<file path="src/rtl/video_test_card_pixel_assert.svh">
// Assertion macros used by the test card divider cell.
// Depends on nothing; files that assert include it by name.
`ifndef VIDEO_TEST_CARD_PIXEL_ASSERT_SVH
`define VIDEO_TEST_CARD_PIXEL_ASSERT_SVH

// Same-cycle implication, disabled while reset is low
`define VTC_ASSERT_IMPL(lbl, clk, rstn, ante, cons, msg) \
    lbl: assert property (@(posedge clk) disable iff (!(rstn)) (ante) |-> (cons)) \
        else $error(msg);

// Next-cycle implication, disabled while reset is low
`define VTC_ASSERT_NEXT(lbl, clk, rstn, ante, cons, msg) \
    lbl: assert property (@(posedge clk) disable iff (!(rstn)) (ante) |=> (cons)) \
        else $error(msg);

`endif

</file>
<file path="src/rtl/vtc_pkg.sv">
// Shared types, field widths, region codes and colors for the test card block.
// No dependencies; every RTL module imports it.
`default_nettype none

package vtc_pkg;

    // Field and register widths
    localparam int PIX_X_W  = 11;
    localparam int PIX_Y_W  = 12;
    localparam int WIDTH_W  = 11;
    localparam int HEIGHT_W = 12;
    localparam int ARGB_W   = 32;
    localparam int CFG_IDX_W  = 1;
    localparam int CFG_DATA_W = 12;

    // Register indexes
    localparam logic [CFG_IDX_W-1:0] REG_FRAME_WIDTH  = 1'b0;
    localparam logic [CFG_IDX_W-1:0] REG_FRAME_HEIGHT = 1'b1;

    // Reset values and default width limit
    localparam int WIDTH_RESET   = 640;
    localparam int HEIGHT_RESET  = 480;
    localparam int MAX_WIDTH_DEF = 1920;

    // Card geometry
    localparam int EDGE_BORDER = 8;
    localparam int EDGE_CORNER = 64;

    // Divider lanes: grey = x*255/w (bit 8 flags saturation), bar = x*8/w (bit 3 flags it)
    localparam int GREY_TOP  = 8;
    localparam int BAR_TOP   = 3;
    localparam int GREY_Q_W  = GREY_TOP + 1;
    localparam int BAR_Q_W   = BAR_TOP + 1;
    localparam int GREY_N_W  = PIX_X_W + GREY_TOP;
    localparam int BAR_N_W   = PIX_X_W + BAR_TOP;
    localparam int NUM_CELLS = GREY_TOP + 1;

    // Region codes
    localparam int CLS_W = 3;
    localparam logic [CLS_W-1:0] CLS_WHITE = 3'd0;
    localparam logic [CLS_W-1:0] CLS_RED   = 3'd1;
    localparam logic [CLS_W-1:0] CLS_GREEN = 3'd2;
    localparam logic [CLS_W-1:0] CLS_BLUE  = 3'd3;
    localparam logic [CLS_W-1:0] CLS_RAMP  = 3'd4;
    localparam logic [CLS_W-1:0] CLS_BARS  = 3'd5;

    // Colors
    localparam logic [ARGB_W-1:0] ARGB_WHITE   = 32'hFFFF_FFFF;
    localparam logic [ARGB_W-1:0] ARGB_YELLOW  = 32'hFFFF_FF00;
    localparam logic [ARGB_W-1:0] ARGB_CYAN    = 32'hFF00_FFFF;
    localparam logic [ARGB_W-1:0] ARGB_GREEN   = 32'hFF00_FF00;
    localparam logic [ARGB_W-1:0] ARGB_MAGENTA = 32'hFFFF_00FF;
    localparam logic [ARGB_W-1:0] ARGB_RED     = 32'hFFFF_0000;
    localparam logic [ARGB_W-1:0] ARGB_BLUE    = 32'hFF00_00FF;
    localparam logic [ARGB_W-1:0] ARGB_OPAQUE  = 32'hFF00_0000;
    localparam logic [7:0]        GREY_MAX     = 8'hFF;
    localparam logic [2:0]        BAR_LAST     = 3'd7;

    // One item as it travels down the divider chain
    typedef struct packed {
        logic [CLS_W-1:0]    cls;
        logic [GREY_N_W-1:0] grey_rem;
        logic [BAR_N_W-1:0]  bar_rem;
        logic [GREY_Q_W-1:0] grey_q;
        logic [BAR_Q_W-1:0]  bar_q;
    } vtc_item_t;

    // Vertical bar colors, left to right
    function automatic logic [ARGB_W-1:0] bar_colour(input logic [2:0] idx);
        logic [ARGB_W-1:0] c;
        case (idx)
            3'd0:    c = ARGB_WHITE;
            3'd1:    c = ARGB_YELLOW;
            3'd2:    c = ARGB_CYAN;
            3'd3:    c = ARGB_GREEN;
            3'd4:    c = ARGB_MAGENTA;
            3'd5:    c = ARGB_RED;
            3'd6:    c = ARGB_BLUE;
            default: c = ARGB_OPAQUE;
        endcase
        return c;
    endfunction

endpackage

`default_nettype wire

</file>
<file path="src/rtl/vtc_front.sv">
// Input stage: classifies a pixel into its card region and forms the dividends.
// Depends on vtc_pkg.
`default_nettype none

module vtc_front (
    input  wire logic                         aclk,
    input  wire logic                         aresetn,
    input  wire logic [vtc_pkg::WIDTH_W-1:0]  width,
    input  wire logic [vtc_pkg::HEIGHT_W-1:0] height,
    input  wire logic                         in_valid,
    output logic                              in_ready,
    input  wire logic [vtc_pkg::PIX_X_W-1:0]  pixel_x,
    input  wire logic [vtc_pkg::PIX_Y_W-1:0]  pixel_y,
    output logic                              out_valid,
    input  wire logic                         out_ready,
    output vtc_pkg::vtc_item_t                out_item
);
    import vtc_pkg::*;

    localparam int XE_W = PIX_X_W + 1;
    localparam int YE_W = PIX_Y_W + 1;

    logic                 valid_reg;
    vtc_item_t            item_reg;
    vtc_item_t            item_next;
    logic [XE_W-1:0]      x_ext;
    logic [YE_W-1:0]      y_ext;
    logic [XE_W-1:0]      w_ext;
    logic [YE_W-1:0]      h_ext;
    logic                 in_border;
    logic                 near_top;
    logic                 near_left;
    logic                 near_bottom;
    logic                 near_right;
    logic [HEIGHT_W-1:0]  h_half;
    logic [HEIGHT_W+1:0]  h_three;
    logic [HEIGHT_W-1:0]  h_three_q;
    logic                 in_ramp;

    // Widen so the signed edge tests become plain unsigned ones
    assign x_ext = XE_W'(pixel_x);
    assign y_ext = YE_W'(pixel_y);
    assign w_ext = XE_W'(width);
    assign h_ext = YE_W'(height);

    assign in_border = (y_ext < YE_W'(EDGE_BORDER))
                    || (y_ext + YE_W'(EDGE_BORDER) >= h_ext)
                    || (x_ext < XE_W'(EDGE_BORDER))
                    || (x_ext + XE_W'(EDGE_BORDER) >= w_ext);
    assign near_top    = y_ext < YE_W'(EDGE_CORNER);
    assign near_left   = x_ext < XE_W'(EDGE_CORNER);
    assign near_bottom = y_ext + YE_W'(EDGE_CORNER) >= h_ext;
    assign near_right  = x_ext + XE_W'(EDGE_CORNER) >= w_ext;

    // Ramp rows: from h/2 up to, not including, 3h/4
    assign h_half    = height >> 1;
    assign h_three   = (HEIGHT_W+2)'(height) + ((HEIGHT_W+2)'(height) << 1);
    assign h_three_q = h_three[HEIGHT_W+1:2];
    assign in_ramp   = (YE_W'(pixel_y) >= YE_W'(h_half)) && (YE_W'(pixel_y) < YE_W'(h_three_q));

    // Pick the region in priority order and load the divider lanes
    always_comb begin
        item_next = '0;
        if (in_border) begin
            item_next.cls = CLS_WHITE;
        end else if (near_top && near_left) begin
            item_next.cls = CLS_RED;
        end else if (near_top && near_right) begin
            item_next.cls = CLS_GREEN;
        end else if (near_bottom && near_left) begin
            item_next.cls = CLS_BLUE;
        end else if (near_bottom && near_right) begin
            item_next.cls = CLS_WHITE;
        end else if (in_ramp) begin
            item_next.cls = CLS_RAMP;
        end else begin
            item_next.cls = CLS_BARS;
        end
        item_next.grey_rem = (GREY_N_W'(pixel_x) << GREY_TOP) - GREY_N_W'(pixel_x);
        item_next.bar_rem  = BAR_N_W'(pixel_x) << BAR_TOP;
    end

    // Advance when the slot is empty or drains this cycle
    assign in_ready = !valid_reg || out_ready;

    always_ff @(posedge aclk) begin
        if (!aresetn) begin
            valid_reg <= 1'b0;
        end else if (in_ready) begin
            valid_reg <= in_valid;
        end
    end

    always_ff @(posedge aclk) begin
        if (in_valid && in_ready) begin
            item_reg <= item_next;
        end
    end

    assign out_valid = valid_reg;
    assign out_item  = item_reg;

endmodule

`default_nettype wire

</file>
<file path="src/rtl/vtc_div_cell.sv">
// Divider chain cell: compare-and-subtract on grey; on bar if SHIFT <= 3.
// Depends on vtc_pkg and video_test_card_pixel_assert.svh.
`default_nettype none
`include "video_test_card_pixel_assert.svh"

module vtc_div_cell #(
    parameter int unsigned SHIFT = 0
) (
    input  wire logic                        aclk,
    input  wire logic                        aresetn,
    input  wire logic [vtc_pkg::WIDTH_W-1:0] width,
    input  wire logic                        in_valid,
    output logic                             in_ready,
    input  wire vtc_pkg::vtc_item_t          in_item,
    output logic                             out_valid,
    input  wire logic                        out_ready,
    output vtc_pkg::vtc_item_t               out_item
);
    import vtc_pkg::*;

    localparam logic [GREY_Q_W-1:0] LOW_MASK = GREY_Q_W'((1 << SHIFT) - 1);
    localparam logic                BAR_STEP = (SHIFT <= BAR_TOP);

    logic                valid_reg;
    vtc_item_t           item_reg;
    vtc_item_t           item_next;
    logic [GREY_N_W:0]   grey_div;
    logic [BAR_N_W:0]    bar_div;
    logic                grey_geq;
    logic                bar_geq;
    logic                rem_bound_ok;

    // Divisor scaled to this cell's quotient bit
    assign grey_div = (GREY_N_W+1)'(width) << SHIFT;
    assign bar_div  = (BAR_N_W+1)'(width) << SHIFT;
    assign grey_geq = (GREY_N_W+1)'(in_item.grey_rem) >= grey_div;
    assign bar_geq  = BAR_STEP && ((BAR_N_W+1)'(in_item.bar_rem) >= bar_div);

    // Subtract where it fits and record the quotient bit
    always_comb begin
        item_next = in_item;
        if (grey_geq) begin
            item_next.grey_rem = in_item.grey_rem - grey_div[GREY_N_W-1:0];
        end
        if (bar_geq) begin
            item_next.bar_rem = in_item.bar_rem - bar_div[BAR_N_W-1:0];
        end
        item_next.grey_q = in_item.grey_q | (GREY_Q_W'(grey_geq) << SHIFT);
        item_next.bar_q  = in_item.bar_q | (BAR_Q_W'(bar_geq) << SHIFT);
    end

    // Take a new transfer when empty or when the held one moves on
    assign in_ready = !valid_reg || out_ready;

    always_ff @(posedge aclk) begin
        if (!aresetn) begin
            valid_reg <= 1'b0;
        end else if (in_ready) begin
            valid_reg <= in_valid;
        end
    end

    always_ff @(posedge aclk) begin
        if (in_valid && in_ready) begin
            item_reg <= item_next;
        end
    end

    assign out_valid = valid_reg;
    assign out_item  = item_reg;

    // Unsaturated items keep a remainder below the divisor of this step
    assign rem_bound_ok = (GREY_N_W+1)'(item_reg.grey_rem) < grey_div;

    `VTC_ASSERT_IMPL(a_grey_rem_bound, aclk, aresetn, out_valid && !item_reg.grey_q[GREY_TOP], rem_bound_ok, "grey remainder not reduced")
    `VTC_ASSERT_IMPL(a_low_bits_clear, aclk, aresetn, out_valid, (item_reg.grey_q & LOW_MASK) == '0, "quotient bit set ahead of its cell")
    `VTC_ASSERT_NEXT(a_drain_empties, aclk, aresetn, out_valid && out_ready && !in_valid, !out_valid, "cell kept a drained item")

endmodule

`default_nettype wire

</file>
<file path="src/rtl/video_test_card_pixel.sv">
// Top level of the test card pixel generator: config registers, input stage,
// divider chain and color mapping. Depends on vtc_pkg, vtc_front, vtc_div_cell.
`default_nettype none

// Maps each (pixel_x, pixel_y) transfer to a 32-bit ARGB test card color for the
// configured frame size: white border, colored corner squares, a grey ramp band
// and eight color bars. Each pixel passes one classification stage followed by
// a chain of nine divider cells, each resolving one bit of x*255/width (the
// last four also one bit of x*8/width). One pixel is accepted per clock and
// throughput stays at one pixel per clock while the output is taken; a stalled
// output fills the chain before s_ready drops. frame_width is clamped to
// MAX_WIDTH when written. Write the config registers only while no pixel is in
// flight.
module video_test_card_pixel #(
    parameter int MAX_WIDTH = vtc_pkg::MAX_WIDTH_DEF
) (
    input  wire logic                           aclk,
    input  wire logic                           aresetn,
    input  wire logic                           cfg_wr_en,
    input  wire logic [vtc_pkg::CFG_IDX_W-1:0]  cfg_index,
    input  wire logic [vtc_pkg::CFG_DATA_W-1:0] cfg_wr_data,
    input  wire logic                           s_valid,
    output logic                                s_ready,
    input  wire logic [vtc_pkg::PIX_X_W-1:0]    s_pixel_x,
    input  wire logic [vtc_pkg::PIX_Y_W-1:0]    s_pixel_y,
    output logic                                m_valid,
    input  wire logic                           m_ready,
    output logic [vtc_pkg::ARGB_W-1:0]          m_pixel_argb
);
    import vtc_pkg::*;

    localparam int WIDTH_FULL  = (1 << WIDTH_W) - 1;
    localparam int WIDTH_CLAMP = (MAX_WIDTH > WIDTH_FULL) ? WIDTH_FULL : MAX_WIDTH;
    localparam int WIDTH_INIT  = (WIDTH_RESET > WIDTH_CLAMP) ? WIDTH_CLAMP : WIDTH_RESET;

    logic [WIDTH_W-1:0]  frame_width_reg;
    logic [HEIGHT_W-1:0] frame_height_reg;
    logic [WIDTH_W-1:0]  width_wr;

    logic [NUM_CELLS:0]  link_valid;
    logic [NUM_CELLS:0]  link_ready;
    vtc_item_t           link_item [NUM_CELLS+1];

    vtc_item_t           last_item;
    logic [7:0]          grey;
    logic [2:0]          bar_idx;

    // Clamp the width as it is written
    assign width_wr = (cfg_wr_data[WIDTH_W-1:0] > WIDTH_W'(WIDTH_CLAMP))
                    ? WIDTH_W'(WIDTH_CLAMP) : cfg_wr_data[WIDTH_W-1:0];

    always_ff @(posedge aclk) begin
        if (!aresetn) begin
            frame_width_reg  <= WIDTH_W'(WIDTH_INIT);
            frame_height_reg <= HEIGHT_W'(HEIGHT_RESET);
        end else if (cfg_wr_en) begin
            case (cfg_index)
                REG_FRAME_WIDTH:  frame_width_reg  <= width_wr;
                REG_FRAME_HEIGHT: frame_height_reg <= cfg_wr_data[HEIGHT_W-1:0];
                default: ;
            endcase
        end
    end

    // Classify and form dividends
    vtc_front u_front (
        .aclk      (aclk),
        .aresetn   (aresetn),
        .width     (frame_width_reg),
        .height    (frame_height_reg),
        .in_valid  (s_valid),
        .in_ready  (s_ready),
        .pixel_x   (s_pixel_x),
        .pixel_y   (s_pixel_y),
        .out_valid (link_valid[0]),
        .out_ready (link_ready[0]),
        .out_item  (link_item[0])
    );

    // Divider chain, most significant quotient bit first
    for (genvar i = 0; i < NUM_CELLS; i++) begin : g_cell
        vtc_div_cell #(
            .SHIFT (GREY_TOP - i)
        ) u_cell (
            .aclk      (aclk),
            .aresetn   (aresetn),
            .width     (frame_width_reg),
            .in_valid  (link_valid[i]),
            .in_ready  (link_ready[i]),
            .in_item   (link_item[i]),
            .out_valid (link_valid[i+1]),
            .out_ready (link_ready[i+1]),
            .out_item  (link_item[i+1])
        );
    end

    assign m_valid              = link_valid[NUM_CELLS];
    assign link_ready[NUM_CELLS] = m_ready;
    assign last_item            = link_item[NUM_CELLS];

    // Saturate the quotients
    assign grey    = last_item.grey_q[GREY_TOP] ? GREY_MAX : last_item.grey_q[7:0];
    assign bar_idx = last_item.bar_q[BAR_TOP] ? BAR_LAST : last_item.bar_q[2:0];

    // Map the region to its color
    always_comb begin
        case (last_item.cls)
            CLS_WHITE: m_pixel_argb = ARGB_WHITE;
            CLS_RED:   m_pixel_argb = ARGB_RED;
            CLS_GREEN: m_pixel_argb = ARGB_GREEN;
            CLS_BLUE:  m_pixel_argb = ARGB_BLUE;
            CLS_RAMP:  m_pixel_argb = ARGB_OPAQUE | {8'h00, grey, grey, grey};
            CLS_BARS:  m_pixel_argb = bar_colour(bar_idx);
            default:   m_pixel_argb = ARGB_WHITE;
        endcase
    end

endmodule

`default_nettype wire

</file>
<file path="config.mk">
export PLATFORM = sky130hd
export DESIGN_NAME = video_test_card_pixel
export DESIGN_NICKNAME = d
export VERILOG_FILES = /design/src/rtl/vtc_pkg.sv /design/src/rtl/vtc_front.sv /design/src/rtl/vtc_div_cell.sv /design/src/rtl/video_test_card_pixel.sv
export VERILOG_INCLUDE_DIRS = /design/src /design/src/rtl
export SDC_FILE = /design/constraint.sdc
export NUM_CORES = 1
export LEC_CHECK = 0
export BUFFER_PORTS_ARGS = -buffer_cell sky130_fd_sc_hd__buf_2
export CORE_MARGIN = 2
export CORE_UTILIZATION = 25
export CTS_BUF_LIST = sky130_fd_sc_hd__clkbuf_4 sky130_fd_sc_hd__clkbuf_8 sky130_fd_sc_hd__clkbuf_16
export DETAILED_ROUTE_END_ITERATION = 8
export PLACE_DENSITY_LB_ADDON = 0.25
export SYNTH_ARGS = -nofsm -noshare
export SYNTH_HDL_FRONTEND = slang
export SYNTH_SLANG_ARGS = --single-unit
</file>
<file path="constraint.sdc">
create_clock -name aclk -period 8.9 [get_ports aclk]
set_clock_uncertainty 0.1 [all_clocks]
set_input_delay 0.445 -clock aclk [delete_from_list [all_inputs] [get_ports aclk]]
set_output_delay 0.445 -clock aclk [all_outputs]
set_load 0.05 [all_outputs]
</file>
==> results of run 1 <==
-- layout by cell type, fill, tap and decap left out, types with 33 or more instances in the layout --
cell type,Yosys,routed
edfxtp_1,352,352
ha_1,227,227
nand2_1,157,157
a21oi_1,128,128
nor2_1,121,121
o21ai_0,118,118
inv_1,96,96
xnor2_1,80,80
buf_2,7,66
xor2_1,53,53
a21o_1,48,48
nand3_1,47,47
mux2_2,47,47
nor3_1,46,46
clkbuf_16,0,45
nor2b_1,48,43
o21a_1,40,40
dfxtp_1,33,33
-- worst max-delay path: cells and delay by family (launching register included) --
kind,cells,cell delay [ns]
AOI/OAI and AO/OA,4,1.16
buffers and inverters,1,0.60
adders and majority gates,1,0.37
DFF,1,0.31
muxes,1,0.41
and+or+nand+nor,2,0.55
-- cell type report --
cell class	count	area, µm²	area share (%)
tap	1176	1471	5.646
timing repair buffer	88	498.0	1.911
multi-input combinational	1490	10920	41.91
clock inverter	31	404.1	1.551
sequential	385	11230	43.10
antenna	2	5.005	0.01920
inverter	97	364.1	1.397
clock buffer	50	1164	4.465
-- how the worst max path moves through the flow --
stage	end	slack [ns]	startpoint
4_1_cts	g_cell[7].u_cell.out_item[21]	5.11	frame_width_reg[1]
3_5_place_dp	g_cell[3].u_cell.out_item[36]	5.10	frame_width_reg[2]
5_1_grt	g_cell[7].u_cell.out_item[23]	4.87	frame_width_reg[1]
6_report	g_cell[7].u_cell.out_item[21]	5.13	frame_width_reg[1]
3_3_place_gp	g_cell[3].u_cell.out_item[36]	5.15	frame_width_reg[2]
2_1_floorplan	g_cell[7].u_cell.out_item[10]	4.17	g_cell[8].u_cell.out_valid
-- through the flow --
stage          area [µm²]  power [mW]
2_1_floorplan       22630       2.518
4_1_cts             26060       4.662
6_report            26060       4.597
5_1_grt             26060       4.806
3_3_place_gp        24480       2.657
3_5_place_dp        24480       2.672
-- cell families (layout without fill, tap and decap cells) --
group	after synthesis	after routing	share of synthesized area (%)
buffers and inverters	138	266	2.464
other	1	10	0.01659
XOR/XNOR	133	133	5.154
AND/OR/NAND/NOR	560	560	12.22
multiplexers	57	57	2.785
AO/OA/AOI/OAI	493	493	14.03
flip-flops	385	385	49.69
adder cells (fa/ha/maj)	239	239	13.63
-- per-layer routing --
metal	part of all wire (%)	wire length [µm]
met5	0	0
met4	3.2	1662
met3	3.5	1801
met2	47	24590
met1	46	23870
-- power by group --
part | internal (mW) | switching, mW | leakage, nW
Clock | 1.23 | 0.734 | 0.777
Combinational | 0.250 | 0.342 | 5.33
Sequential | 2.02 | 0.0220 | 3.42
Total | 3.50 | 1.10 | 9.53
==> summary.txt, run 1 <==
Place
  – Dpl hpwl: slightly below 40000 µm
  – GP Congestion: between 0.8 and 0.9
  – PortBufs: 66
  – Placed cells: approximately 3.2k
  – Pre-CTS setup slack: 5.105 ns

Synth
  – Top cell type's share of synthesized area: between 40% and 50%
  – Mapped Cells: around 2k
  – Top cells by area, synth: edfxtp_1, ha_1, xnor2_1
  – #FFs+latches synth: 385
  – Mapped Avg Cell Area: 11.27 µm²
  – Mapped Area: ~0.023 mm²
  – Ys flop type: edfxtp_1
  – EDFF count, synth: roughly 350
  – Top cell type by total area after synthesis: edfxtp_1
  – Number of synthesis warnings: 0
  – Yosys cell types: 77
  – Most common cell in the synthesized netlist: edfxtp_1
  – FFs w/ async S/R, synth: 0%
  – Most frequent cells after synthesis: edfxtp_1, ha_1, nand2_1
  – Sequential share of the synthesized area: just under 50%

Setup path
  – Worst Reg2Reg Path Length in Cells: 9
  – Crit Path Class: flop to flop
  – Slowest cell on crit path: inv_1
  – Worst Path Required: between 9 and 10 ns
  – Reg-to-Reg End: g_cell[7].u_cell.out_item[21]
  – CP Cell Sequence: inv_1 -> ha_1 -> nor2b_1 -> o31a_1 -> o311ai_1 -> a21boi_0 -> o21ai_0 -> nand2_1 -> mux2_2
  – Kind of end point of the critical path: flop
  – FF-to-FF Start: frame_width_reg[1]
  – Slowest stage delay, CP: 0.60 ns
  – Worst R2R Setup Slack: about 5.1 ns
  – Startpoint types: flop
  – Crit path DAT: a little under 4 ns
  – Peak fanout along the critical path: 14

Global route
  – Most crowded layer after global routing: met2
  – Largest net degree at the start of global routing: between 40 and 50
  – GR Layer Usage met2: between 15 and 20%
  – GRT Resource Usage Total: between 10 and 15%
  – Grt total ovfl: 0
  – Routing usage on met1: between 10% and 20%
  – First-pass GRT wire length: 83690 µm
  – Vias in the first global route: 15.93k
  – Initial antenna violation count: 2
  – Grt met3 use: under 10%

Clock tree
  – Clk_lat worst skew: 0.57 ns
  – Clock tree from TritonCTS: done
  – Worst-path clk slew: 0.06 ns
  – Hold Buf Count CTS: 1
  – Total CTS buffers: 44
  – Clock root buffer: clkbuf_16
  – Sink Count: 385
  – Resize count post-CTS: 0
  – H-Tree Depth: 2
  – Longest Clk Path Bufs: 3
  – Total setup buffers inserted after CTS: 0

Floorplanning
  – Die height: slightly above 300 µm
  – Top Ports: 75
  – Die area: 0.09282 mm²
  – Die X: a little over 300 µm
  – Core area: 0.08974 mm²
  – Site row count: between 100 and 150
  – Initial Util: approximately a quarter

Run status
  – Outcome: finished, final reports clean

Routing
  – Mean number of vias per cell: between 4 and 5
  – Via Count: between 15k and 20k
  – Detailed router's first-iteration violation count: a little over 800
  – Routed wire length: just over 50000 µm
  – Antenna viol nets, final: 0
  – Routed WL per cell: between 15 and 20 µm
  – Pre-antenna DRT Iters: 5
  – Drt drc: 0

Timing
  – Final cycle utilization of the critical path: 42.34%
  – Fin worst setup slack: ~5.1 ns
  – Final Slew Violations: 0
  – Measured slew at the worst slew-check pin: roughly 1.2 ns
  – RSZ-0062 raised after global routing: no
  – Headroom to the max-slew limit: between 20% and 30%
  – Hold Vio Cnt, Final: 0
  – Tmin final: ~3.8 ns
  – Final TNS setup: 0 ns
  – Final hold slack: roughly 0.06 ns
  – F_max: about 270 MHz
  – Final setup viols: 0

Cells and area
  – Fin cells: roughly 3.3k
  – Final net count: 2386
  – Fill count: around 9k
  – Ratio of cells with drive above 1 in the final layout: 10.84%
  – Final Util: between 20 and 30%
  – Max reg flops: 320
  – Area delta synth->final: 15.31%

Hold path
  – Hold Startpoint: cfg_wr_data[11]
  – Hold depth: 3
  – Hold Crit Class: primary input to flop
  – Hold Path End: frame_height_reg[11]

Pwr
  – Cell Pwr Density: 176.4 mW/mm²
  – Worst vdd ir: 0.1060 mV
  – Leakage power: ~9.5 nW

Run
  – Max-cap check violation count: 0
(Power assumes the default switching activity.)
==> run 2: changes to the inputs <==
Settings changed: ABC_AREA set to 1.
Clock period 8.9 ns to 3.4 ns, I/O delays scaled along.
==> run 2 against run 1 <==
Total power increased to 2.6 times the previous value. Flip-flop and latch count unchanged. Utilization increased by 0.25 points. Largest cell class is now multi-input combinational cells. Largest power group unchanged.
==> summary.txt, run 2 <==
Run status
  – Outcome: finished, final reports clean

Routing
  – Mean number of vias per cell: 4.325 (-7.3%)
  – Pre-antenna DRT Iters: 5 (unchanged)
  – Antenna viol nets, final: 0 (unchanged)
  – Drt drc: 0 (unchanged)
  – Routed WL per cell: 14.04 µm (-10%)
  – Met3 routed WL: 1521 µm (-16%)
  – Detailed router's first-iteration violation count: 910 (+11%)
  – Routed wire length: 55850 µm (+7.6%)
  – Met2 routed WL: 25450 µm (+3.5%)
  – Via Count: 17.21k (+11%)
  – Top layer in use: met4
  – Metal-1 WL: 27340 µm (+15%)

Cells and area
  – Number of diodes: 0 (-2)
  – Post-Layout Inst Area: 0.02742 mm² (+5.2%)
  – Final net count: 2973 (+25%)
  – Most common cell after layout, fill and taps aside: nand2_1
  – Final Util: 29.29% (+0.25 points)
  – Ratio of cells with drive above 1 in the final layout: 8.991% (-1.8 points)
  – Area delta synth->final: 15.70%
  – Max reg flops: 320 (unchanged)
  – Most frequent cells in the layout: nand2_1, edfxtp_1, inv_1

Floorplanning
  – Site row count: 112 (+1.8%)
  – Core area: 0.09361 mm² (+4.3%)
  – Initial Util: 25.32% (+0.13 points)
  – Die height: 311.9 µm (+2.4%)
  – Die area: 0.09728 mm² (+4.8%)
  – Top Ports: 75 (unchanged)
  – Die X: 311.9 µm (+2.4%)

Timing
  – Fin worst setup slack: 0.3081 ns (-4.824 ns)
  – Tmin final: 3.092 ns (-0.6763 ns)
  – Headroom to the max-slew limit: 31.31% (+9.8 points)
  – Final setup viols: 0 (unchanged)
  – Final TNS setup: 0 ns (unchanged)
  – Hold Vio Cnt, Final: 0 (unchanged)
  – Measured slew at the worst slew-check pin: 1.030 ns (-0.1447 ns)
  – F_max: 323.4 MHz (+22%)
  – Final cycle utilization of the critical path: 90.94% (+49 points)
  – RSZ-0062 raised after global routing: no
  – Final Slew Violations: 0 (unchanged)

Place
  – Pre-CTS setup slack: 0.2532 ns (-4.851 ns)
  – Dpl hpwl: 42700 µm (+10%)
  – GP Congestion: 0.8481 (+4.5%)
  – Area after DPL: 0.02574 mm² (+5.2%)
  – PortBufs: 66 (unchanged)

Setup path
  – FF-to-FF Start: frame_height_reg[1]
  – CP startpoint: frame_height_reg[1]
  – Peak fanout along the critical path: 5 (-9)
  – Worst Path Required: 3.62 ns (-5.48 ns)
  – Crit Path Class: flop to flop
  – Crit path DAT: 3.32 ns (-0.64 ns)
  – Startpoint types: flop
  – Kind of end point of the critical path: flop

Clock tree
  – Clk_lat worst skew: 0.57 ns (about the same)
  – Worst-path clk slew: 0.07 ns (about the same)
  – Clock tree from TritonCTS: done
  – H-Tree Depth: 2 (unchanged)
  – Clock root buffer: clkbuf_16
  – Total CTS buffers: 44 (unchanged)
  – Sink Count: 385 (unchanged)
  – Total setup buffers inserted after CTS: 0 (unchanged)
  – Longest Clk Path Bufs: 3 (unchanged)

Synth
  – Yosys cell types: 58 (-25%)
  – Sequential share of the synthesized area: 47.38% (-2.3 points)
  – Ys flop type: edfxtp_1
  – Most common cell in the synthesized netlist: nand2_1
  – EDFF count, synth: 352 (unchanged)
  – Number of synthesis warnings: 0 (unchanged)
  – Mapped Cells: 2538 (+27%)
  – Mapped Area: 0.02370 mm² (+4.9%)
  – Top cell type's share of synthesized area: 44.60% (-2.2 points)
  – Top cell type by total area after synthesis: edfxtp_1
  – Top cells by area, synth: edfxtp_1, ha_1, nand2_1
  – #FFs+latches synth: 385 (unchanged)
  – FFs w/ async S/R, synth: 0% (unchanged)
  – Most frequent cells after synthesis: nand2_1, edfxtp_1, inv_1
  – Mapped Avg Cell Area: 9.339 µm² (-17%)

Global route
  – Grt total ovfl: 0 (unchanged)
  – Initial antenna violation count: 0 (-2)
  – GRT Resource Usage Total: 11.50% (+0.37 points)
  – Largest net degree at the start of global routing: 47 (unchanged)
  – Vias in the first global route: 17.39k (+9.2%)
  – First-pass GRT wire length: 90640 µm (+8.3%)

Hold path
  – Hold Crit Class: primary input to flop
  – Hold Startpoint: cfg_wr_en

Pwr
  – Leakage power: 11.29 nW (+18%)
  – Cell Pwr Density: 436.9 mW/mm² (+150%)
  – Worst vdd ir: 0.3309 mV (+210%)

Run
  – Max-cap check violation count: 0 (unchanged)
## run 2: cell count changes after synthesis, moves of 26 or more
cell | before | now
inv_1 | 96 | 261
o21a_1 | 40 | 5
nand2_1 | 157 | 547
mux2_2 | 47 | 2
nor2_1 | 121 | 227
nand3_1 | 47 | 112
xor2_1 | 53 | 81
nand2b_1 | 26 | 0
nor2b_1 | 48 | 1
a21oi_1 | 128 | 200
## run 2: metal layers
| metal | GRT usage [%] | up-vias |
|---|---|---|
| li1 | - | 9069 |
| met1 | 15.36 | 7856 |
| met2 | 19.28 | 204 |
| met3 | 1.571 | 81 |
| met4 | 3.518 | 0 |
| met5 | 0 | - |
## run 2: metrics by stage
stage               hold WS (ns)  total power [mW]  std cells
floorplan                 0.1689             7.007       2545
global placement          0.3008             7.549       3868
detailed placement        0.3045             7.553       3868
CTS                      0.03601             12.16       3979
global route             0.07524             12.64       3979
finish                   0.07769             11.98       3979
## run 2: path summary, 6_finish.rpt
check / end / slack, ns / cells after the start
worst max register to register: u_front.out_item[46] / 0.31 / 19
worst max-delay path: u_front.out_item[46] / 0.31 / 19
worst min-delay path: frame_width_reg[3] / 0.08 / 5
worst min register to register: g_cell[2].u_cell.out_item[25] / 0.31 / 0
## run 2: layout make-up
| cell class | instances | area [µm²] |
|---|---|---|
| flip-flops and latches | 385 | 11230 |
| fillers | 9960 | 66190 |
| repair buffers | 137 | 983.4 |
| clock inverters | 24 | 150.1 |
| well taps | 1254 | 1569 |
| multi-input cells | 1857 | 11290 |
| clock buffers | 54 | 1194 |
| inverters | 268 | 1008 |
## run 2: kinds of logic after synthesis
family,count (synthesis),synth area share [%]
flops,385,47.38
fa+ha+maj,239,13.00
simple gates,1027,18.59
mux,2,0.09502
buf+inv,303,5.242
xor+xnor,136,5.026
compound gates,445,10.65
other cells,1,0.01582
## run 2: critical path, stage by stage, from the launching register on
cell and delay [ns]:
dfxtp_1 0.37, nand2_1 0.10, inv_1 0.05, fa_1 0.40
nand3_1 0.10, and2_1 0.17, inv_1 0.07, a21oi_2 0.18
o21ai_1 0.12, a21oi_1 0.16, ha_1 0.26, a21o_1 0.18
nor2_1 0.10, nand2_1 0.06, a21oi_1 0.11, nand2_1 0.08
nand2_1 0.07, nand2_1 0.04, nand2_1 0.05, a21oi_1 0.05
## run 2: power breakdown
group	internal (mW)	leakage [nW]	switching [mW]
clock	2.56	0.666	1.94
combinational	0.793	7.13	1.26
sequential	5.35	3.49	0.0751
## run 2: timing repair
item / CTS / global route
gates resized for setup: 0 / 2
hold buffers: 33 / 0
hold endpoints to repair: 49 / 0
setup endpoints to repair: 0 / 1
